**config.mk**
```make
export PLATFORM = sky130hd
export DESIGN_NAME = ghc_cordic_cell
export DESIGN_NICKNAME = d
export VERILOG_FILES = /design/src/ghc_pkg.sv /design/src/ghc_cordic_cell.sv
export SDC_FILE = /design/constraint.sdc
export NUM_CORES = 1
export LEC_CHECK = 0
export BUFFER_PORTS_ARGS = -buffer_cell sky130_fd_sc_hd__clkbuf_2
export CORE_MARGIN = 2
export CORE_UTILIZATION = 50
export CTS_CLUSTER_DIAMETER = 60
export CTS_CLUSTER_SIZE = 12
export DETAILED_ROUTE_END_ITERATION = 7
export PLACE_DENSITY = 0.77
export SLEW_MARGIN = 20
export SYNTH_ARGS = -nofsm -noshare
export SYNTH_HDL_FRONTEND = slang
export SYNTH_SLANG_ARGS = --single-unit
```
**constraint.sdc**
```tcl
create_clock -name clk -period 3.85 [get_ports clk]
set_input_delay 0.5775 -clock clk [delete_from_list [all_inputs] [get_ports clk]]
set_output_delay 0.5775 -clock clk [all_outputs]
set_load 0.05 [all_outputs]
```
**src/ghc_pkg.sv**
```systemverilog
// Types, constants and angle table for the goal horizon clamp
`timescale 1ns / 1ps
package ghc_pkg;

  localparam int DW        = 33;   // delta width
  localparam int RAD_W     = 66;   // radicand, padded to whole bit pairs
  localparam int SQ_REM_W  = 36;
  localparam int ROOT_W    = 33;
  localparam int SQ_N      = 33;   // root bits
  localparam int CW        = 44;   // cordic x/y
  localparam int ZW        = 20;   // cordic angle, Q16
  localparam int NORM_LOG  = 40;
  localparam int HEAD_MAX  = 25736;
  localparam int HALF_PI_Q16 = 102944;

  typedef struct packed {
    logic signed [31:0] start_x;
    logic signed [31:0] start_y;
    logic signed [31:0] start_z;
    logic signed [31:0] goal_x;
    logic signed [31:0] goal_y;
    logic signed [31:0] goal_z;
    logic signed [15:0] goal_heading;
  } ghc_req_t;

  typedef struct packed {
    logic signed [31:0] out_x;
    logic signed [31:0] out_y;
    logic signed [31:0] out_z;
    logic signed [15:0] out_heading;
    logic               clamped;
  } ghc_result_t;

  typedef struct packed {
    ghc_req_t              req;
    logic signed [DW-1:0]  dx;
    logic signed [DW-1:0]  dy;
    logic signed [DW-1:0]  dz;
    logic                  clamp;
  } ghc_ctx_t;

  typedef struct packed {
    logic signed [31:0] out_x;
    logic signed [31:0] out_y;
    logic signed [31:0] out_z;
    logic signed [15:0] goal_heading;
    logic               clamp;
  } ghc_hctx_t;

  function automatic logic [DW-1:0] mag(input logic signed [DW-1:0] v);
    mag = v[DW-1] ? DW'(-v) : v;
  endfunction

  // arctangent of 2^-i in Q16 radians
  function automatic logic signed [ZW-1:0] stage_angle(input int i);
    logic signed [ZW-1:0] a;
    case (i)
      0: a = ZW'(51472);
      1: a = ZW'(30386);
      2: a = ZW'(16055);
      3: a = ZW'(8150);
      4: a = ZW'(4091);
      5: a = ZW'(2047);
      6: a = ZW'(1024);
      default: a = (i <= 16) ? ZW'(1 << (16 - i)) : '0;
    endcase
    stage_angle = a;
  endfunction

endpackage

```
**src/ghc_cordic_cell.sv**
```systemverilog
// One vectoring CORDIC micro-rotation
`timescale 1ns / 1ps
module ghc_cordic_cell #(
  parameter int IDX   = 0,
  parameter int CTX_W = 8
) (
  input  logic                          clk,
  input  logic                          rst,
  input  logic                          in_valid,
  input  logic signed [ghc_pkg::CW-1:0] in_x,
  input  logic signed [ghc_pkg::CW-1:0] in_y,
  input  logic signed [ghc_pkg::ZW-1:0] in_z,
  input  logic [CTX_W-1:0]              in_ctx,
  output logic                          out_valid,
  output logic signed [ghc_pkg::CW-1:0] out_x,
  output logic signed [ghc_pkg::CW-1:0] out_y,
  output logic signed [ghc_pkg::ZW-1:0] out_z,
  output logic [CTX_W-1:0]              out_ctx
);
  import ghc_pkg::*;

  localparam logic signed [ZW-1:0] ANGLE = stage_angle(IDX);

  logic signed [CW-1:0] xs;
  logic signed [CW-1:0] ys;

  assign xs = in_x >>> IDX;
  assign ys = in_y >>> IDX;

  always_ff @(posedge clk) begin
    if (rst) begin
      out_valid <= 1'b0;
    end else begin
      out_valid <= in_valid;
    end
  end

  always_ff @(posedge clk) begin
    if (in_y > 0) begin
      out_x <= in_x + ys;
      out_y <= in_y - xs;
      out_z <= in_z + ANGLE;
    end else begin
      out_x <= in_x - ys;
      out_y <= in_y + xs;
      out_z <= in_z - ANGLE;
    end
    out_ctx <= in_ctx;
  end

endmodule

```
# After elaboration in Yosys (flattened, before gate mapping)
# Index checks and enable logic that the tools add are counted.
# word_totals
ff_bits,117
in_bits,119
out_inout_bits,117
word_cells,14
# classes
add_sub_neg,5
magnitude_cmp,1
muxes,3
# op_table
op,n
$mux 44,2
$sub 44x44->44,2
$add 44x44->44,1
$gt 44x1->1 const B,1
$add 20x17->20 const B,1
$mux 20,1
$sub 20x17->20 const B,1

# Depth between registers and ports, before layout
# Gate-level depths: netlist (run 1).
# depth
depth_word,2
mapped_depth,16
mapped_depth_nobuf,14

# Worst setup path before layout (run 1)
# No wires, ideal clock.
# synth_path
path_kind,input to register
start,in in_y[38] (netlist name)
end,reg out_z[19] (netlist name)
setup_time_ns,0.129
arrival_ns,3.924
required_time_ns,3.721
path_slack_ns,-0.203
cell_stages,15
path_buffers,2
cell_sequence,nor4_1 nand4_1 o31ai_2 buf_2 buf_2 ha_1 a21o_1 a21oi_1 o21ai_1 a21o_1 o311a_1 o21a_1 o21a_1 o41ai_1 xnor2_1
# synth_between
elab_chain_len,2
# synth_rtl
item,line_no,rtl
"start, declared",ghc_cordic_cell.sv:11,"input logic signed [ghc_pkg::CW-1:0] in_y,"
$gt 44x1->1,ghc_cordic_cell.sv:39,if (in_y > 0) begin
$mux 20,ghc_cordic_cell.sv:39,
"end signal, assigned",ghc_cordic_cell.sv:42,out_z <= in_z + ANGLE;
"end signal, assigned",ghc_cordic_cell.sv:46,out_z <= in_z - ANGLE;
"end, declared",ghc_cordic_cell.sv:17,"output logic signed [ghc_pkg::ZW-1:0] out_z,"
# Every way passes these cells.
# A chain may end at the register's enable or synchronous reset.

# Final worst setup path (run 1)
# layout_path
start,in in_y[6] (netlist name)
end,reg out_z[19] (netlist name)
# Same word-level chain as after synthesis.

==> run_summary.xml, run 1 <==
<?xml version="1.0" encoding="UTF-8"?>
<metrics>
  <group name="sta">
    <metric name="fin_worst_hold_slack" unit="ns">0.242</metric>
    <metric name="post-route-min-period" unit="ns">3.64</metric>
    <metric name="rsz0062_at_grt" unit="">false</metric>
    <metric name="final_max_slew_viol_count" unit="">0</metric>
    <metric name="timing.max_slew.rel_slack" unit="%">29.2</metric>
    <metric name="post-route-period-util" unit="%">94.6</metric>
    <metric name="peak_freq" unit="MHz">275</metric>
    <metric name="finalSetupTns" unit="ns">0</metric>
    <metric name="timing.final.setup_violations" unit="">0</metric>
    <metric name="worstMarginPinSlew" unit="ns">1.06</metric>
    <metric name="setup_slack" unit="ns">0.209</metric>
    <metric name="timing_hold_violations_final" unit="">0</metric>
  </group>
  <group name="drt">
    <metric name="via_per_inst" unit="">5.99</metric>
    <metric name="drt_first_pass_iters" unit="">7</metric>
    <metric name="route.vias.total" unit="">12700</metric>
    <metric name="ant_nets" unit="">0</metric>
    <metric name="drc" unit="">0</metric>
    <metric name="routed_wl" unit="microns">41300</metric>
    <metric name="first_iter_violations" unit="">1512</metric>
    <metric name="detail_route.wl_per_cell" unit="microns">19.4</metric>
  </group>
  <group name="place">
    <metric name="postPlaceCellArea" unit="sq mm">0.0137</metric>
    <metric name="numPlacedInstances" unit="">2095</metric>
    <metric name="gp_congestion" unit="">1.01</metric>
    <metric name="dp_slack" unit="ns">-0.423</metric>
    <metric name="buffer_ports.inserted" unit="">235</metric>
    <metric name="dpl.hpwl" unit="microns">33500</metric>
  </group>
  <group name="flow_run">
    <metric name="maxCapViolations" unit="">0</metric>
  </group>
  <group name="global_routing">
    <metric name="met2_usage" unit="%">52.8</metric>
    <metric name="grt-busiest-layer" unit="">met2</metric>
    <metric name="grt_start_max_net_pins" unit="">86</metric>
    <metric name="grt_usage" unit="%">33.7</metric>
    <metric name="antenna_found_initial" unit="">0</metric>
    <metric name="first_global_vias" unit="">11900</metric>
    <metric name="grt_pass1_wl" unit="microns">63700</metric>
    <metric name="met1_usage" unit="%">46.6</metric>
    <metric name="grtUsageMet3" unit="%">5.88</metric>
    <metric name="grt_overflow_total" unit="">0</metric>
  </group>
  <group name="die">
    <metric name="floorplan.core_area" unit="sq mm">0.0225</metric>
    <metric name="die_area" unit="sq mm">0.0240</metric>
    <metric name="top_level_ports" unit="">236</metric>
    <metric name="die-height" unit="microns">155</metric>
    <metric name="die_x" unit="microns">155</metric>
    <metric name="floorplan.initialDensity" unit="%">50.6</metric>
    <metric name="placementRows" unit="">55</metric>
  </group>
  <group name="logic_synthesis">
    <metric name="synth_top_cell_by_area" unit="">dfxtp_1</metric>
    <metric name="synth_top_area_share" unit="%">20.4</metric>
    <metric name="syn_area" unit="sq mm">0.0114</metric>
    <metric name="synth_seq_area_share" unit="%">20.4</metric>
    <metric name="synth-main-ff-cell" unit="">dfxtp_1</metric>
    <metric name="synthDistinctLibCells" unit="">94</metric>
    <metric name="postSynthNetCount" unit="">1764</metric>
    <metric name="asyncSetResetFlopFracSynth" unit="%">0</metric>
    <metric name="synth_warnings" unit="">0</metric>
    <metric name="synthesis.instances" unit="">1498</metric>
    <metric name="synth_enable_flop_cells" unit="">0</metric>
    <metric name="ys_ff_latch" unit="">116</metric>
    <metric name="avgSynthCellArea" unit="sq um">7.60</metric>
    <metric name="synth_top_cells_by_area" unit="">dfxtp_1, ha_1, a21oi_1</metric>
  </group>
  <group name="worst_setup_path">
    <metric name="worstSetupPathType" unit="">input pin to flop</metric>
    <metric name="path_cells" unit="">clkbuf_2 &gt; nor4_2 &gt; buf_4 &gt; nand4_1 &gt; buf_4 &gt; o31ai_4 &gt; buf_4 &gt; ha_1 &gt; a21oi_1 &gt; o21ai_1 &gt; a21o_1 &gt; o311a_1 &gt; o21a_1 &gt; o21a_1 &gt; o41ai_1 &gt; xnor2_1</metric>
    <metric name="timing.critical_path.from_type" unit="">input pin</metric>
    <metric name="critPathArrivalTime" unit="ns">3.94</metric>
    <metric name="critPathSlowestCell" unit="">o311a_1</metric>
    <metric name="cp_endpoint_kind" unit="">flop</metric>
    <metric name="timing.critical_path.slowest_cell_delay" unit="ns">0.37</metric>
    <metric name="most_frequent_cell_on_critical_path" unit="">buf_4</metric>
    <metric name="crit_path_max_fanout" unit="">5</metric>
    <metric name="crit_required" unit="ns">4.15</metric>
  </group>
  <group name="outcome">
    <metric name="result_of_the_run" unit="">complete, no violations</metric>
  </group>
  <group name="final_layout">
    <metric name="final_cell_count_no_fill" unit="">2127</metric>
    <metric name="mostFrequentLayoutCells" unit="">clkbuf_2, a21oi_1, ha_1, buf_4, inv_1</metric>
    <metric name="synthToLayoutAreaGrowth" unit="%">26.2</metric>
    <metric name="layout-drive-gt1-share" unit="%">24.5</metric>
    <metric name="count_of_inserted_antenna_diode_cells" unit="">0</metric>
    <metric name="stdcell_area" unit="sq mm">0.0144</metric>
    <metric name="finalNetCount" unit="">2095</metric>
    <metric name="post-route-util" unit="%">63.8</metric>
    <metric name="final_common_cell" unit="">clkbuf_2</metric>
  </group>
  <group name="pwr">
    <metric name="power.leakage" unit="nW">6.93</metric>
    <metric name="fin_total_pwr" unit="mW">6.39</metric>
    <metric name="ir_drop" unit="mV">0.287</metric>
    <metric name="power.density_cell_area" unit="mW/mm^2">445</metric>
  </group>
  <group name="clock_network">
    <metric name="hold_buffers" unit="">0</metric>
    <metric name="clk_transition_reported_paths" unit="ns">0.06</metric>
    <metric name="cts-root-buf" unit="">clkbuf_16</metric>
    <metric name="tritoncts" unit="">built</metric>
    <metric name="htreeDepth" unit="">4</metric>
    <metric name="cts_buffer_depth" unit="">2</metric>
    <metric name="cts_buffers" unit="">17</metric>
    <metric name="clock_sink_count" unit="">116</metric>
  </group>
  <group name="worst_hold_path">
    <metric name="hold_class" unit="">input pin to flop</metric>
  </group>
</metrics>
area by class of cell:
cell class	instances	area [sq um]
Clock buffer	18	439
Tap cell	285	357
Clock inverter	14	199
Inverter	138	518
Timing Repair Buffer	378	2250
Fill cell	2015	8140
Multi-Input combinational cell	1178	8280
Sequential cell	116	2320
timing repair:
item	CTS	global route
buffers inserted	0	0
hold endpoints to repair	0	0
setup endpoints to repair	0	3
resized for setup	0	6
logic make-up after synthesis:
group           count (synthesis)  share of synthesized area, %
fa+ha+maj                     147                          16.4
xor+xnor                       92                          7.08
simple gates                  405                          17.8
compound gates                505                          28.6
buf+inv                       204                          7.16
mux                            29                          2.58
flops                         116                          20.4
metal layers:
metal,routed length [microns],up-vias
li1,-,5981
met3,3710,79
met4,1350,0
met1,18400,5985
met5,0,-
met2,17800,686
registers in the layout, indices dropped and copies added (netlist names):
| signal | count |
|---|---|
| out_valid | 1 |
| out_ctx | 8 |
| out_x | 43 |
| out_z | 20 |
| out_y | 44 |
final timing paths:
path	from	to	slack, ns	cells past startpoint
setup / recovery	in_y[6]	out_z[19]	0.21	16
hold / removal	in_ctx[5]	out_ctx[5]	0.24	1
critical path: cells and delay by family:
kind                     cells  cell delay, ns
AND/OR/NAND/NOR              2            0.40
AO/OA/AOI/OAI                8            1.89
XOR/XNOR                     1            0.12
adder cells (fa/ha/maj)      1            0.25
buffers and inverters        4            0.68
cell usage after synthesis (all sizes together) (4+ instances only):
library cell / n
and4: 7
nor3b: 6
o211ai: 14
or2: 6
o21ai: 116
nor2: 117
inv: 136
xnor2: 80
a21oi: 182
a21o: 30
nand2b: 21
a21boi: 7
nand2: 97
nor4: 21
xor2: 12
nand3: 27
fa: 4
buf: 29
o311a: 4
a221oi: 7
a311oi: 4
clkbuf: 37
ha: 143
and2: 7
o21ba: 5
a2111oi: 5
nor3: 29
a211oi: 17
nor2b: 9
o41ai: 4
a31oi: 11
dfxtp: 116
o31ai: 16
mux2i: 26
or3: 16
o221ai: 4
and3: 8
o21a: 21
o21bai: 23
nand3b: 5
nand4: 25
where the power goes:
part / switching [mW] / internal, mW / leakage, nW
combinational: 2.15 / 0.918 / 5.65
sequential: 0.0762 / 1.47 / 0.979
clock: 0.668 / 1.11 / 0.300
total: 2.90 / 3.49 / 6.93
Power figures use the tool's default switching activity.
==> run 2, diff against run 1 <==
--- a/config.mk
+++ b/config.mk
@@ -6,10 +6,10 @@
 export NUM_CORES = 1
 export LEC_CHECK = 0
 export BUFFER_PORTS_ARGS = -buffer_cell sky130_fd_sc_hd__clkbuf_2
+export CORE_ASPECT_RATIO = 1.1
 export CORE_MARGIN = 2
 export CORE_UTILIZATION = 50
 export CTS_CLUSTER_DIAMETER = 60
-export CTS_CLUSTER_SIZE = 12
 export DETAILED_ROUTE_END_ITERATION = 7
 export PLACE_DENSITY = 0.77
 export SLEW_MARGIN = 20
==> run_summary.xml, run 2 (synthesis results as in run 1) <==
<?xml version="1.0" encoding="UTF-8"?>
<metrics>
  <group name="global_routing">
    <metric name="first_global_vias" unit="">12100</metric>
    <metric name="grt_usage" unit="%">33.6</metric>
    <metric name="grt_overflow_total" unit="">0</metric>
    <metric name="grt_pass1_wl" unit="microns">63800</metric>
    <metric name="grt_start_max_net_pins" unit="">96</metric>
    <metric name="antenna_found_initial" unit="">0</metric>
  </group>
  <group name="drt">
    <metric name="routed_wl" unit="microns">40900</metric>
    <metric name="drc" unit="">0</metric>
    <metric name="ant_nets" unit="">0</metric>
    <metric name="detail_route.wl_per_cell" unit="microns">19.1</metric>
    <metric name="route.vias.total" unit="">12600</metric>
    <metric name="drt_first_pass_iters" unit="">5</metric>
    <metric name="via_per_inst" unit="">5.89</metric>
    <metric name="first_iter_violations" unit="">1162</metric>
  </group>
  <group name="final_layout">
    <metric name="fill_cells" unit="">1989</metric>
    <metric name="synthToLayoutAreaGrowth" unit="%">26.8</metric>
    <metric name="regMostFlops" unit="">out_y</metric>
    <metric name="final_common_cell" unit="">clkbuf_2</metric>
    <metric name="final_cell_count_no_fill" unit="">2144</metric>
    <metric name="mostFrequentLayoutCells" unit="">clkbuf_2, a21oi_1, buf_4, ha_1, inv_1</metric>
    <metric name="finalNetCount" unit="">2102</metric>
    <metric name="count_of_inserted_antenna_diode_cells" unit="">0</metric>
    <metric name="layout_top_registers" unit="">out_y: 44 flops, out_x: 43 flops, out_z: 20 flops</metric>
    <metric name="post-route-util" unit="%">64.9</metric>
    <metric name="largest_register_ffs" unit="">44</metric>
    <metric name="stdcell_area" unit="sq mm">0.0144</metric>
    <metric name="layout-drive-gt1-share" unit="%">24.7</metric>
  </group>
  <group name="sta">
    <metric name="fin_worst_hold_slack" unit="ns">0.245</metric>
    <metric name="peak_freq" unit="MHz">275</metric>
    <metric name="timing.final.setup_violations" unit="">0</metric>
    <metric name="worstMarginPinSlew" unit="ns">1.14</metric>
    <metric name="post-route-period-util" unit="%">94.4</metric>
    <metric name="final_max_slew_viol_count" unit="">0</metric>
    <metric name="rsz0062_at_grt" unit="">false</metric>
    <metric name="timing.max_slew.rel_slack" unit="%">24.0</metric>
    <metric name="timing_hold_violations_final" unit="">0</metric>
    <metric name="post-route-min-period" unit="ns">3.63</metric>
  </group>
  <group name="worst_setup_path">
    <metric name="cp_endpoint_kind" unit="">flop</metric>
    <metric name="path_cells" unit="">clkbuf_2 &gt; nor4_2 &gt; buf_4 &gt; nand4_1 &gt; buf_4 &gt; o31ai_4 &gt; buf_4 &gt; ha_1 &gt; a21oi_1 &gt; o21ai_1 &gt; a21o_1 &gt; o311a_1 &gt; o21a_1 &gt; o21a_1 &gt; o41ai_2 &gt; xnor2_1</metric>
    <metric name="timing.critical_path.slowest_cell_delay" unit="ns">0.37</metric>
    <metric name="critPathSlowestCell" unit="">o311a_1</metric>
    <metric name="crit_path_max_fanout" unit="">10</metric>
    <metric name="critPathArrivalTime" unit="ns">3.94</metric>
    <metric name="most_frequent_cell_on_critical_path" unit="">buf_4</metric>
    <metric name="timing.critical_path.from_type" unit="">input pin</metric>
    <metric name="worstSetupPathType" unit="">input pin to flop</metric>
    <metric name="crit_required" unit="ns">4.15</metric>
  </group>
  <group name="flow_run">
    <metric name="maxCapViolations" unit="">0</metric>
  </group>
  <group name="clock_network">
    <metric name="tritoncts" unit="">built</metric>
    <metric name="cts_buffer_depth" unit="">2</metric>
    <metric name="clk_transition_reported_paths" unit="ns">0.06</metric>
    <metric name="clock_sink_count" unit="">116</metric>
    <metric name="hold_buffers" unit="">0</metric>
    <metric name="cts_buffers" unit="">17</metric>
    <metric name="cts_post_setup_buffers_inserted" unit="">0</metric>
    <metric name="htreeDepth" unit="">4</metric>
    <metric name="cts-root-buf" unit="">clkbuf_16</metric>
  </group>
  <group name="place">
    <metric name="postPlaceCellArea" unit="sq mm">0.0138</metric>
    <metric name="dpl.hpwl" unit="microns">33500</metric>
    <metric name="gp_congestion" unit="">0.994</metric>
    <metric name="buffer_ports.inserted" unit="">235</metric>
    <metric name="numPlacedInstances" unit="">2112</metric>
  </group>
  <group name="worst_hold_path">
    <metric name="holdPathEnd" unit="">out_z[1]</metric>
    <metric name="hold_class" unit="">input pin to flop</metric>
    <metric name="hold_path_depth" unit="">1</metric>
    <metric name="min_from" unit="">in_z[1]</metric>
  </group>
  <group name="die">
    <metric name="placementRows" unit="">57</metric>
    <metric name="floorplan.initialDensity" unit="%">51.2</metric>
    <metric name="top_level_ports" unit="">236</metric>
    <metric name="die_x" unit="microns">148</metric>
    <metric name="floorplan.core_area" unit="sq mm">0.0223</metric>
    <metric name="die_area" unit="sq mm">0.0240</metric>
    <metric name="die-height" unit="microns">162</metric>
  </group>
  <group name="pwr">
    <metric name="ir_drop" unit="mV">0.325</metric>
    <metric name="power.density_cell_area" unit="mW/mm^2">442</metric>
    <metric name="fin_total_pwr" unit="mW">6.39</metric>
    <metric name="power.leakage" unit="nW">6.97</metric>
  </group>
  <group name="outcome">
    <metric name="result_of_the_run" unit="">complete, no violations</metric>
  </group>
</metrics>
run 2: cell types whose count changed in the layout (fill, tap and decap cells not counted), sizes merged:
cell | previous run | this run
buf | 143 | 150
clkinvlp | 4 | 2
clkbuf | 253 | 254
clkinv | 5 | 6
run 2: layer usage:
metal  share of wire, %  global-route usage, %  wire length, microns
met4                4.1                   13.7                  1680
met3                8.3                   4.86                  3390
met1                 43                   45.2                 17800
met5                  0                      0                     0
met2                 44                   54.1                 18100
run 2: what timing repair did:
action	CTS	global route
resized for setup	2	3
endpoints found under the setup margin	2	2
cloned	0	0
pin swaps	0	0
run 2: how the worst max path moves through the flow:
stage,from,end,slack (ns)
2_1_floorplan,in_y[23],out_z[18],0.006
4_1_cts,in_y[6],out_z[18],0.05
5_1_grt,in_y[6],out_z[19],0.03
3_5_place_dp,in_y[6],out_z[18],-0.45
3_3_place_gp,in_y[6],out_z[18],-0.27
6_report,in_y[6],out_z[19],0.22
run 2: cell type report:
class	count	area [sq um]	share of cell area, %
repair buffers	385	2310	16.0
clock inverters	13	196	1.36
clock buffers	19	443	3.07
flip-flops and latches	116	2320	16.1
multi-input cells	1178	8280	57.3
well taps	295	369	2.56
inverters	138	518	3.59
run 2: critical path, delay by kind of cell:
| kind | cells | cell delay [ns] |
|---|---|---|
| AOI/OAI and AO/OA | 8 | 1.82 |
| buffers and inverters | 4 | 0.74 |
| and+or+nand+nor | 2 | 0.39 |
| adders and majority gates | 1 | 0.27 |
| xor gates and xnor gates | 1 | 0.12 |
run 2: through the flow:
step | TNS, ns | worst slack (ns)
6_report | 0 | 0.216
5_1_grt | 0 | 0.0263
4_1_cts | 0 | 0.0517
3_5_place_dp | -1.34 | -0.449
3_3_place_gp | -0.746 | -0.268
2_1_floorplan | 0 | 0.00630
run 2: report_power, final:
group	leakage (nW)	internal, mW	switching, mW
logic	5.69	0.929	2.15
clock network	0.305	1.11	0.655
registers	0.979	1.47	0.0784
