<file path="src/ghc_pkg.sv">
// Types, constants and angle table for the goal horizon clamp
`timescale 1ns / 1ps
package ghc_pkg;

  localparam int DW        = 33;   // delta width
  localparam int RAD_W     = 66;   // radicand, padded to whole bit pairs
  localparam int SQ_REM_W  = 36;
  localparam int ROOT_W    = 33;
  localparam int SQ_N      = 33;   // root bits
  localparam int CW        = 44;   // cordic x/y
  localparam int ZW        = 20;   // cordic angle, Q16
  localparam int NORM_LOG  = 40;
  localparam int HEAD_MAX  = 25736;
  localparam int HALF_PI_Q16 = 102944;

  typedef struct packed {
    logic signed [31:0] start_x;
    logic signed [31:0] start_y;
    logic signed [31:0] start_z;
    logic signed [31:0] goal_x;
    logic signed [31:0] goal_y;
    logic signed [31:0] goal_z;
    logic signed [15:0] goal_heading;
  } ghc_req_t;

  typedef struct packed {
    logic signed [31:0] out_x;
    logic signed [31:0] out_y;
    logic signed [31:0] out_z;
    logic signed [15:0] out_heading;
    logic               clamped;
  } ghc_result_t;

  typedef struct packed {
    ghc_req_t              req;
    logic signed [DW-1:0]  dx;
    logic signed [DW-1:0]  dy;
    logic signed [DW-1:0]  dz;
    logic                  clamp;
  } ghc_ctx_t;

  typedef struct packed {
    logic signed [31:0] out_x;
    logic signed [31:0] out_y;
    logic signed [31:0] out_z;
    logic signed [15:0] goal_heading;
    logic               clamp;
  } ghc_hctx_t;

  function automatic logic [DW-1:0] mag(input logic signed [DW-1:0] v);
    mag = v[DW-1] ? DW'(-v) : v;
  endfunction

  // arctangent of 2^-i in Q16 radians
  function automatic logic signed [ZW-1:0] stage_angle(input int i);
    logic signed [ZW-1:0] a;
    case (i)
      0: a = ZW'(51472);
      1: a = ZW'(30386);
      2: a = ZW'(16055);
      3: a = ZW'(8150);
      4: a = ZW'(4091);
      5: a = ZW'(2047);
      6: a = ZW'(1024);
      default: a = (i <= 16) ? ZW'(1 << (16 - i)) : '0;
    endcase
    stage_angle = a;
  endfunction

endpackage

</file>
<file path="src/ghc_sqrt_cell.sv">
// One bit of the pipelined restoring square root
`timescale 1ns / 1ps
module ghc_sqrt_cell #(
  parameter int CTX_W = 8
) (
  input  logic                         clk,
  input  logic                         rst,
  input  logic                         in_valid,
  input  logic [ghc_pkg::RAD_W-1:0]    in_rad,
  input  logic [ghc_pkg::SQ_REM_W-1:0] in_rem,
  input  logic [ghc_pkg::ROOT_W-1:0]   in_root,
  input  logic [CTX_W-1:0]             in_ctx,
  output logic                         out_valid,
  output logic [ghc_pkg::RAD_W-1:0]    out_rad,
  output logic [ghc_pkg::SQ_REM_W-1:0] out_rem,
  output logic [ghc_pkg::ROOT_W-1:0]   out_root,
  output logic [CTX_W-1:0]             out_ctx
);
  import ghc_pkg::*;

  logic [SQ_REM_W-1:0] rem_sh;
  logic [SQ_REM_W-1:0] trial;
  logic                take;

  assign rem_sh = {in_rem[SQ_REM_W-3:0], in_rad[RAD_W-1 -: 2]};
  assign trial  = {1'b0, in_root, 2'b01};
  assign take   = rem_sh >= trial;

  always_ff @(posedge clk) begin
    if (rst) begin
      out_valid <= 1'b0;
    end else begin
      out_valid <= in_valid;
    end
  end

  always_ff @(posedge clk) begin
    out_rad  <= in_rad << 2;
    out_rem  <= take ? rem_sh - trial : rem_sh;
    out_root <= {in_root[ROOT_W-2:0], take};
    out_ctx  <= in_ctx;
  end

endmodule

</file>
<file path="config.mk">
export PLATFORM = sky130hd
export DESIGN_NAME = ghc_sqrt_cell
export DESIGN_NICKNAME = d
export VERILOG_FILES = /design/src/ghc_pkg.sv /design/src/ghc_sqrt_cell.sv
export SDC_FILE = /design/constraint.sdc
export NUM_CORES = 1
export LEC_CHECK = 0
export CAP_MARGIN = 20
export CORE_UTILIZATION = 35
export DETAILED_ROUTE_END_ITERATION = 10
export DONT_BUFFER_PORTS = 1
export HOLD_SLACK_MARGIN = 0.03
export SLEW_MARGIN = 20
export SYNTH_ARGS = -nofsm -noshare
export SYNTH_HDL_FRONTEND = slang
export SYNTH_SLANG_ARGS = --single-unit
</file>
<file path="constraint.sdc">
create_clock -name clk -period 3.7 [get_ports clk]
set_input_delay 0.555 -clock clk [delete_from_list [all_inputs] [get_ports clk]]
set_output_delay 0.555 -clock clk [all_outputs]
set_load 0.05 [all_outputs]
</file>
* After elaboration in Yosys (flattened, before gate mapping) *
Cells that the tools add are included.

storage, ports and cells
  register bits = 142
  bits of input ports = 146

operators by class
  add/sub/neg operators = 1
  magnitude comparators = 1
  muxes and demuxes = 1

operators by type and width
  kind                                                            count
  36-bit by 35-bit greater-or-equal comparator with 1-bit output  1
  36-bit two-way mux                                              1
  36-bit by 35-bit subtractor with 36-bit output                  1

* Depth between registers and ports, before layout *
Gate-level depths: netlist of run 1.

  depth in word-level cells = 2
  mapped depth = 13
  gate-level depth less buffers = 11

* Worst setup path before layout of run 1 *
No wires, ideal clock.

  kind = input-to-reg
  from = input in_root[0] (netlist name)
  to = register out_rem[10] (netlist name)
  cell stages on the path = 12
  library setup time = 0.121 ns
  setup slack = 0.650 ns
  arrival time = 2.929 ns
  buffers on the path = 1
  cell sequence = inv_1 ha_1 nor2b_4 o311ai_2 a32oi_2 a31oi_4 o211ai_4 a41o_4 a21oi_4 inv_4 buf_6 mux2_4

on the way
  cells in the longest elaborated chain, start to end = 2

RTL lines
  item                                                                                                                                     line                                      source
  from (decl)                                                                                                                              ghc_sqrt_cell.sv:11                       input logic [ghc_pkg::ROOT_W-1:0] in_root,
  36-bit by 35-bit subtractor with 36-bit output / 36-bit by 35-bit greater-or-equal comparator with 1-bit output (equally long branches)  ghc_sqrt_cell.sv:39, ghc_sqrt_cell.sv:27
  36-bit two-way mux *                                                                                                                     ghc_sqrt_cell.sv:39                       out_rem <= take ? rem_sh - trial : rem_sh;
  to (signal assigned)                                                                                                                     ghc_sqrt_cell.sv:39
  to (decl)                                                                                                                                ghc_sqrt_cell.sv:15                       output logic [ghc_pkg::SQ_REM_W-1:0] out_rem,

Every way passes the cells marked *; elsewhere a longest branch is shown, timed or not.
A chain may end at the register's enable or synchronous reset.

* Worst setup path after layout of run 1 *
  from = input in_root[22] (netlist name)
  to = register out_rem[2] (netlist name)

on the way
  cells in the longest elaborated chain, start to end = 2

RTL lines
  item                                                            line                 source
  36-bit by 35-bit greater-or-equal comparator with 1-bit output  ghc_sqrt_cell.sv:27  assign take = rem_sh >= trial;
  36-bit two-way mux                                              ghc_sqrt_cell.sv:39

No other way between the ends.

==> flow_metrics.tcl, run 1 <==
set metrics [dict create \
    initial_core_util 0.357 \
    slowest_stage "inv_4" \
    routed_via_density 5.17 \
    clk_path_buf_depth 2 \
    wl_per_cell_um 20.7 \
    synthMuxAreaShare 0.0840 \
    dp_hpwl_um 11400 \
    clock-sinks 142 \
    antenna_found_initial 0 \
    port_buffers 0 \
    period_share 0.833 \
    critPathMaxStageDelay_ps 470 \
    cts_tree "yes" \
    vias 3634 \
    synth_cell_types 56 \
    drt_iter0_markers 157 \
    n_fill_cell 1452 \
    synth_compound_area_frac 0.132 \
    async_flop_share 0 \
    powerDensity_nw_per_um2 719 \
    yosys_warnings 0 \
    synth_top_family_by_area "compound AO/OA/AOI/OAI gates" \
    rsz0062_at_grt "no" \
    wirelength_um 14500 \
    synth_edf_count 0 \
    drc 0 \
    grt_pass1_vias 3741 \
    status "completed" \
    endpoint_kind "flop" \
    final_nets 683 \
    worst_ep_arrival_time_ps 3370 \
    critPathRequiredTime_ps 3990 \
    setup_viol 0 \
    gp_congestion 0.790 \
    syn2layout_area_growth_pct 14.4 \
    finalHoldViolCount 0 \
    criticalPathCategory "input pin to flop" \
    fin_tns_setup_ps 0 \
    root_buffer "clkbuf_16" \
    min_path_type "input pin to flop" \
    postCtsHoldBufs 0 \
    leakagePower_nw 2.80 \
    ys.flop_type "dfxtp_1" \
    synth_area_sq_um 5430 \
    crit_fanout 35 \
    die_h_um 127 \
    fmax_mhz 325 \
    vdd_drop_max_mv 0.290 \
    drive_above_1_share 0.157 \
    ant_nets 0 \
    row_count 45 \
    crit_chain "inv_1 -> ha_1 -> and4_1 -> and3_1 -> nor2b_1 -> nand2_1 -> o211ai_4 -> a41o_4 -> a21oi_4 -> inv_4 -> mux2_2" \
    yosysTopAreaCellShare 0.523 \
    slew_viol_final 0 \
    synth-simple-area-share 0.0840 \
    maxCapViolCount 0 \
    cts_made_buffers 17 \
    yosysSeqAreaShare 0.523 \
    synthAdderAreaFrac 0.0806 \
    ctsResizeCount 0 \
    most-common-layout-cells "dfxtp_1 (142), inv_1 (47), ha_1 (35)" \
    core-area_sq_um 15200 \
    worst_pin_slew_ps 623 \
    slew_headroom 0.585 \
    synthCells 487 \
    final_common_cell "dfxtp_1" \
    track_usage 0.179 \
    synthXorXnorAreaFrac 0.0500 \
    place_ws_ps 147 \
    die-area_sq_um 16000 \
    h-tree-depth 4 \
    synth.area.top_cells "dfxtp_1 (52%), ha_1 (8.1%), mux2_4 (7.2%), inv_1 (3.2%), xnor2_1 (3.1%)" \
    dr.pass1.iters 6 \
    start_kind "input pin" \
    post_cts_buffers 0 \
    p_total_w 0.00447 \
    die_w_um 127 \
    grt_max_degree 36 \
    ios 290 \
    yosysTopAreaCell "dfxtp_1" \
    period_needed_ps 3080 \
    setup_ws_ps 620 \
    synth_seq_cells 142 \
    antenna_cells 0 \
    clk_pin_slew_worst_paths_ps 70 \
    postSynthAreaPerCell_sq_um 11.2 \
    grt_first_pass_wirelength_um 21300 \
    grt.overflow.total 0 \
]
-- path summary, 6_finish.rpt --
kind	startpoint	endpoint	slack, ps	cells past startpoint
worst max-delay path	in_root[22]	out_rem[2]$_DFF_P_	620	11
worst min-delay path	in_root[19]	out_root[20]$_DFF_P_	150	0
-- layer usage --
layer	GRT usage	part of all wire	vias to the layer above
met1	0.175	0.37	1734
met5	0	0	-
met3	0.0700	0.078	11
li1	-	-	1710
met4	0.0609	0.0092	0
met2	0.342	0.54	179
-- cell families after synthesis --
family / Yosys count
compound gates: 100
xor+xnor: 31
fa+ha+maj: 35
buf+inv: 57
flops: 142
mux: 32
other cells: 1
simple gates: 89
-- through the flow --
stage,cells,cell area [sq um],utilization,hold slack [ps]
2_1_floorplan,488,5440,-,583
3_3_place_gp,671,5640,0.371,583
3_5_place_dp,671,5640,0.371,583
4_1_cts,703,6210,0.409,139
5_1_grt,703,6210,0.409,133
6_report,703,6210,0.409,153
-- cell type report --
cell class / count / area [sq um] / share of cell area
flip-flops and latches: 142 / 2840 / 0.457
multi-input cells: 289 / 2350 / 0.378
clock buffers: 18 / 429 / 0.0691
well taps: 188 / 235 / 0.0378
inverters: 48 / 183 / 0.0294
clock inverters: 14 / 146 / 0.0236
repair buffers: 4 / 30.0 / 0.00483
-- Yosys cell counts, drive strengths merged, types with 11 or more instances --
| cell | count |
|---|---|
| inv | 48 |
| nor2 | 12 |
| dfxtp | 142 |
| xnor2 | 19 |
| mux2 | 31 |
| nand2 | 27 |
| xor2 | 12 |
| ha | 35 |
| a21oi | 34 |
| o21ai | 20 |
| and3 | 11 |
-- sequential cells by signal, indices dropped and copies added (netlist names) --
signal     flops
out_rad       64
out_rem       36
out_root      33
out_ctx        8
out_valid      1
-- worst max-delay path: cells and delay by family --
kind | cells | cell delay [ps]
AOI/OAI and AO/OA | 3 | 570
adders and majority gates | 1 | 400
buffers and inverters | 2 | 490
muxes | 1 | 410
and+or+nand+nor | 4 | 930
-- where the power goes --
group	internal [W]	switching [W]
clock network	0.000950	0.000711
registers	0.00168	0.000597
logic	0.000267	0.000263
(Power assumes the default switching activity.)
==> inputs of run 2 (changes only) <==
==> constraint.sdc (replaced) <==
create_clock -name clk -period 3.1 [get_ports clk]
set_input_delay 0.465 -clock clk [delete_from_list [all_inputs] [get_ports clk]]
set_output_delay 0.465 -clock clk [all_outputs]
set_load 0.05 [all_outputs]
==> run 2 against run 1 <==
Against the previous run: hold slack lost 86 ps; sequential cell count did not move; sequential share of layout area fell by 1.7 points; critical endpoint unchanged; combinational power is 28% higher; highest routed layer unchanged; largest power group unchanged; via count is 3.5% higher; clock power grew 23%; first-iteration DRC count grew 8.3%; worst setup slack lost 300 ps; routed wire length up 2.5%; sequential power is 19% higher.
==> flow_metrics.tcl, run 2 (synthesis results as in run 1) <==
set metrics [dict create \
    status "completed" \
    maxCapViolCount 0 \
    dp_hpwl_um 11700 \
    root_buffer "clkbuf_16" \
    gp_congestion 0.797 \
    fin_tns_setup_ps 0 \
    antenna_cells 0 \
    start_kind "input pin" \
    regArea_sq_um 2840 \
    powerDensity_nw_per_um2 843 \
    drt_iter0_markers 170 \
    top_register "out_rad" \
    post_cts_buffers 0 \
    h-tree-depth 4 \
    n_fill_cell 1431 \
    ctsResizeCount 0 \
    clk_pin_slew_worst_paths_ps 70 \
    wl_per_cell_um 20.3 \
    clock-sinks 142 \
    dr.pass1.iters 4 \
    port_buffers 0 \
    track_usage 0.184 \
    endpoint_kind "flop" \
    endpoint "out_rem[2]$_DFF_P_" \
    rsz0062_at_grt "no" \
    grt_first_pass_wirelength_um 21800 \
    criticalPathCategory "input pin to flop" \
    power.switching_w 0.00188 \
    postCtsHoldBufs 0 \
    multi_input_area_sq_um 2350 \
    ios 290 \
    clk_path_buf_depth 2 \
    grt_max_degree 36 \
    worst_ep_arrival_time_ps 3080 \
    antenna_found_initial 0 \
    row_count 45 \
    swShare 0.345 \
    critPathRequiredTime_ps 3400 \
    vdd_drop_max_mv 0.362 \
    p_int_w 0.00357 \
    leakagePower_nw 2.96 \
    grt_util_met1 0.175 \
    setup_viol 0 \
    initial_core_util 0.357 \
    grt_use_met3 0.0717 \
    combPwrFrac 0.124 \
    final_nets 713 \
    reg_top3 "out_rad (64), out_rem (36), out_root (33)" \
    cts_made_buffers 17 \
    crit_fanout 35 \
    drive_above_1_share 0.206 \
    ant_nets 0 \
    min_path_type "input pin to flop" \
    busiest_layer "met2" \
    period_needed_ps 2780 \
    final_common_cell "dfxtp_1" \
    fmax_mhz 360 \
    cts_tree "yes" \
    finalHoldViolCount 0 \
    vias 3761 \
    clkPwrFrac 0.377 \
    wirelength_um 14900 \
    drc 0 \
    grt.overflow.total 0 \
    grt_pass1_vias 3938 \
    met2_usage 0.343 \
    period_share 0.896 \
    die_h_um 127 \
    worst_pin_slew_ps 634 \
    slew_viol_final 0 \
    die_w_um 127 \
    core-area_sq_um 15200 \
    fin_util 0.425 \
    startpoint "in_root[22]" \
    slew_headroom 0.578 \
    seqPwrFrac 0.499 \
    die-area_sq_um 16000 \
    routed_via_density 5.13 \
    syn2layout_area_growth_pct 18.9 \
    most-common-layout-cells "dfxtp_1 (142), inv_1 (47), ha_1 (35)" \
    largest_reg_flops 64 \
]
[run 2: cell count changes in the layout (fill, tap and decap cells not counted)]
cell	previous run	this run
buf_4	4	34
bufinv_16	1	2
clkbuf_1	1	0
clkinvlp_4	2	3
clkinv_2	0	1
clkinv_4	3	1
[run 2: power groups by stage]
stage	clock network (W)	logic (W)	registers, W
2_1_floorplan	0	0.000525	0.00272
3_3_place_gp	0	0.000663	0.00277
3_5_place_dp	0	0.000676	0.00276
4_1_cts	0.00210	0.000681	0.00272
5_1_grt	0.00220	0.000746	0.00273
6_report	0.00205	0.000678	0.00272
[run 2: how the worst min path moves through the flow]
stage | slack [ps] | depth (start not counted) | end | from
6_report | 70 | 0 | out_root[2]$_DFF_P_ | in_root[1]
2_1_floorplan | 490 | 0 | out_ctx[0]$_DFF_P_ | in_ctx[0]
3_5_place_dp | 490 | 0 | out_rad[33]$_DFF_P_ | in_rad[31]
3_3_place_gp | 490 | 0 | out_rad[10]$_DFF_P_ | in_rad[8]
4_1_cts | 50 | 0 | out_root[2]$_DFF_P_ | in_root[1]
5_1_grt | 50 | 0 | out_rad[21]$_DFF_P_ | in_rad[19]
[run 2: critical path, cell delays in order]
cell and delay (ps):
inv_1 30, ha_1 300, and4_1 230, and3_1 220, nor2b_1 260, nand2_1 130
o211ai_4 210, a41o_4 260, a21oi_4 70, inv_4 470, mux2_2 410
[run 2: final cells by class]
| type | instances | area share |
|---|---|---|
| clock inverters | 15 | 0.0265 |
| multi-input cells | 289 | 0.363 |
| repair buffers | 34 | 0.0395 |
| well taps | 188 | 0.0364 |
| flip-flops and latches | 142 | 0.440 |
| inverters | 48 | 0.0283 |
| clock buffers | 17 | 0.0658 |
[run 2: layer usage]
metal	up-vias	routed length, um
met4	0	383
met5	-	0
li1	1775	-
met2	195	7890
met3	22	1330
met1	1769	5290
[run 2: per-stage QoR]
stage	instance area, sq um	setup WS (ps)	total power [W]	instances	hold WS, ps
5_1_grt	6460	115	0.00567	733	45.2
3_5_place_dp	5860	-143	0.00344	701	493
6_report	6460	321	0.00545	733	67.0
2_1_floorplan	5440	140	0.00324	488	493
4_1_cts	6460	269	0.00551	733	46.7
3_3_place_gp	5860	-81.3	0.00343	701	493
==> inputs of run 3 (changes only) <==
--- a/config.mk
+++ b/config.mk
@@ -6,8 +6,9 @@
 export NUM_CORES = 1
 export LEC_CHECK = 0
 export CAP_MARGIN = 20
-export CORE_UTILIZATION = 35
+export CORE_AREA = 2 2 111 113
 export DETAILED_ROUTE_END_ITERATION = 10
+export DIE_AREA = 0 0 113 115
 export DONT_BUFFER_PORTS = 1
 export HOLD_SLACK_MARGIN = 0.03
 export SLEW_MARGIN = 20
==> constraint.sdc (replaced) <==
create_clock -name clk -period 3 [get_ports clk]
set_input_delay 0.45 -clock clk [delete_from_list [all_inputs] [get_ports clk]]
set_output_delay 0.45 -clock clk [all_outputs]
set_load 0.05 [all_outputs]
==> run 3 against run 2 <==
Against the previous run: the run now ends with DRC left; sequential power grew 3%; global-route usage grew 1.4 points; final area fell by 1.0%; count of clock-buffer cells in the layout is 1 higher; cell count decreased by 5.9%; highest routed layer unchanged.
==> flow_metrics.tcl, run 3 (synthesis results as in run 1) <==
set metrics [dict create \
    drc 19 \
    criticalPathCategory "input pin to flop" \
    swShare 0.336 \
    routed.top_layer "met4" \
    n_fill_cell 1034 \
    reg_top3 "out_rad (64), out_rem (36), out_root (33)" \
    clkPwrFrac 0.373 \
    dr.pass1.iters 10 \
    drt-met1-wl_um 4790 \
    clk_pin_slew_worst_paths_ps 60 \
    vias 3706 \
    root_buffer "clkbuf_16" \
    grt_pass1_vias 3676 \
    combPwrFrac 0.124 \
    core-area_sq_um 11800 \
    largest_reg_flops 64 \
    vdd_drop_max_mv 0.359 \
    critPathRequiredTime_ps 3300 \
    gp_congestion 0.848 \
    worst_pin_slew_ps 599 \
    seqPwrFrac 0.503 \
    cts_made_buffers 17 \
    dr_wl_met2_um 6800 \
    maxCapViolCount 0 \
    min_to "out_root[2]$_DFF_P_" \
    antenna_cells 0 \
    top_register "out_rad" \
    fmax_mhz 379 \
    grt_first_pass_wirelength_um 19500 \
    die_w_um 113 \
    min_from "in_root[1]" \
    period_needed_ps 2640 \
    hold_depth 0 \
    rsz0062_at_grt "no" \
    start_kind "input pin" \
    violations "DRC" \
    p_int_w 0.00370 \
    finalHoldViolCount 0 \
    track_usage 0.198 \
    slew_viol_final 0 \
    postCtsHoldBufs 0 \
    period_share 0.880 \
    wirelength_um 13400 \
    wl_met3_um 1420 \
    worst_ep_arrival_time_ps 2940 \
    syn2layout_area_growth_pct 17.7 \
    crit_fanout 34 \
    antenna_found_initial 0 \
    ctsResizeCount 0 \
    postLayoutCellArea_sq_um 6390 \
    power.switching_w 0.00187 \
    min_path_type "input pin to flop" \
    routed_via_density 5.37 \
    powerDensity_nw_per_um2 872 \
    die-area_sq_um 13000 \
    ios 290 \
    initial_core_util 0.460 \
    row_count 40 \
    fin_util 0.541 \
    drt_iter0_markers 192 \
    slew_headroom 0.601 \
    die_h_um 115 \
    setup_viol 0 \
    dp_hpwl_um 10600 \
    leakagePower_nw 2.96 \
    grt_max_degree 35 \
    clock-sinks 142 \
    ant_nets 0 \
    wl_per_cell_um 19.4 \
    final_nets 711 \
    endpoint_kind "flop" \
    drive_above_1_share 0.203 \
    whs_ps 55.5 \
    h-tree-depth 4 \
    final_common_cell "dfxtp_1" \
    cts_tree "yes" \
    port_buffers 0 \
    clk_path_buf_depth 2 \
    post_cts_buffers 0 \
    most-common-layout-cells "dfxtp_1 (142), inv_1 (47), ha_1 (35)" \
    place_area_sq_um 5800 \
    status "complete, but fails checks" \
    grt.overflow.total 0 \
]
-- run 3: how the worst max path moves through the flow --
stage / from / endpoint / slack [ps] / cells after the start
final: in_root[0] / out_rem[17]$_DFF_P_ / 360 / 11
after global routing: in_root[20] / out_rem[6]$_DFF_P_ / 210 / 11
after CTS: in_root[0] / out_rem[4]$_DFF_P_ / 320 / 11
after detailed placement: in_root[0] / out_rem[2]$_DFF_P_ / -110 / 11
after global placement: in_root[0] / out_rem[2]$_DFF_P_ / -70 / 11
after floorplan: in_root[0] / out_rem[10]$_DFF_P_ / 50 / 12
-- run 3: power by group through the flow --
| stage | Clock [W] | Sequential (W) | Combinational, W |
|---|---|---|---|
| finish | 0.00208 | 0.00281 | 0.000689 |
| global route | 0.00222 | 0.00282 | 0.000763 |
| CTS | 0.00213 | 0.00281 | 0.000693 |
| detailed placement | 0 | 0.00285 | 0.000688 |
| global placement | 0 | 0.00285 | 0.000677 |
| floorplan | 0 | 0.00281 | 0.000542 |
-- run 3: routing by layer --
metal / up-vias / track usage
met5: - / 0
met4: 0 / 0.0886
met3: 23 / 0.0991
met2: 177 / 0.344
met1: 1731 / 0.202
li1: 1775 / -
-- run 3: through the flow --
stage | setup TNS (ps) | cells | power [W] | worst slack [ps]
2_1_floorplan | 0 | 488 | 0.00335 | 54.8
6_report | 0 | 690 | 0.00557 | 359
5_1_grt | 0 | 690 | 0.00580 | 215
3_5_place_dp | -3050 | 658 | 0.00354 | -114
4_1_cts | 0 | 690 | 0.00564 | 318
3_3_place_gp | -1810 | 658 | 0.00353 | -72.7
-- run 3: cell type report --
class                   count  area, sq um  share of cell area
flip-flops and latches    142         2840               0.445
well taps                 147          184              0.0288
clock buffers              18          439              0.0687
repair buffers             32          240              0.0376
clock inverters            14          158              0.0247
multi-input cells         289         2350               0.367
inverters                  48          183              0.0286
-- run 3: critical path: stages --
cell and delay (ps):
inv_1 30, ha_1 320, nor2b_4 150, o311ai_2 270, a32oi_2 200, a31oi_4 280, o211ai_4 120, a41o_4 310
a21oi_4 180, inv_4 230, mux2_4 360
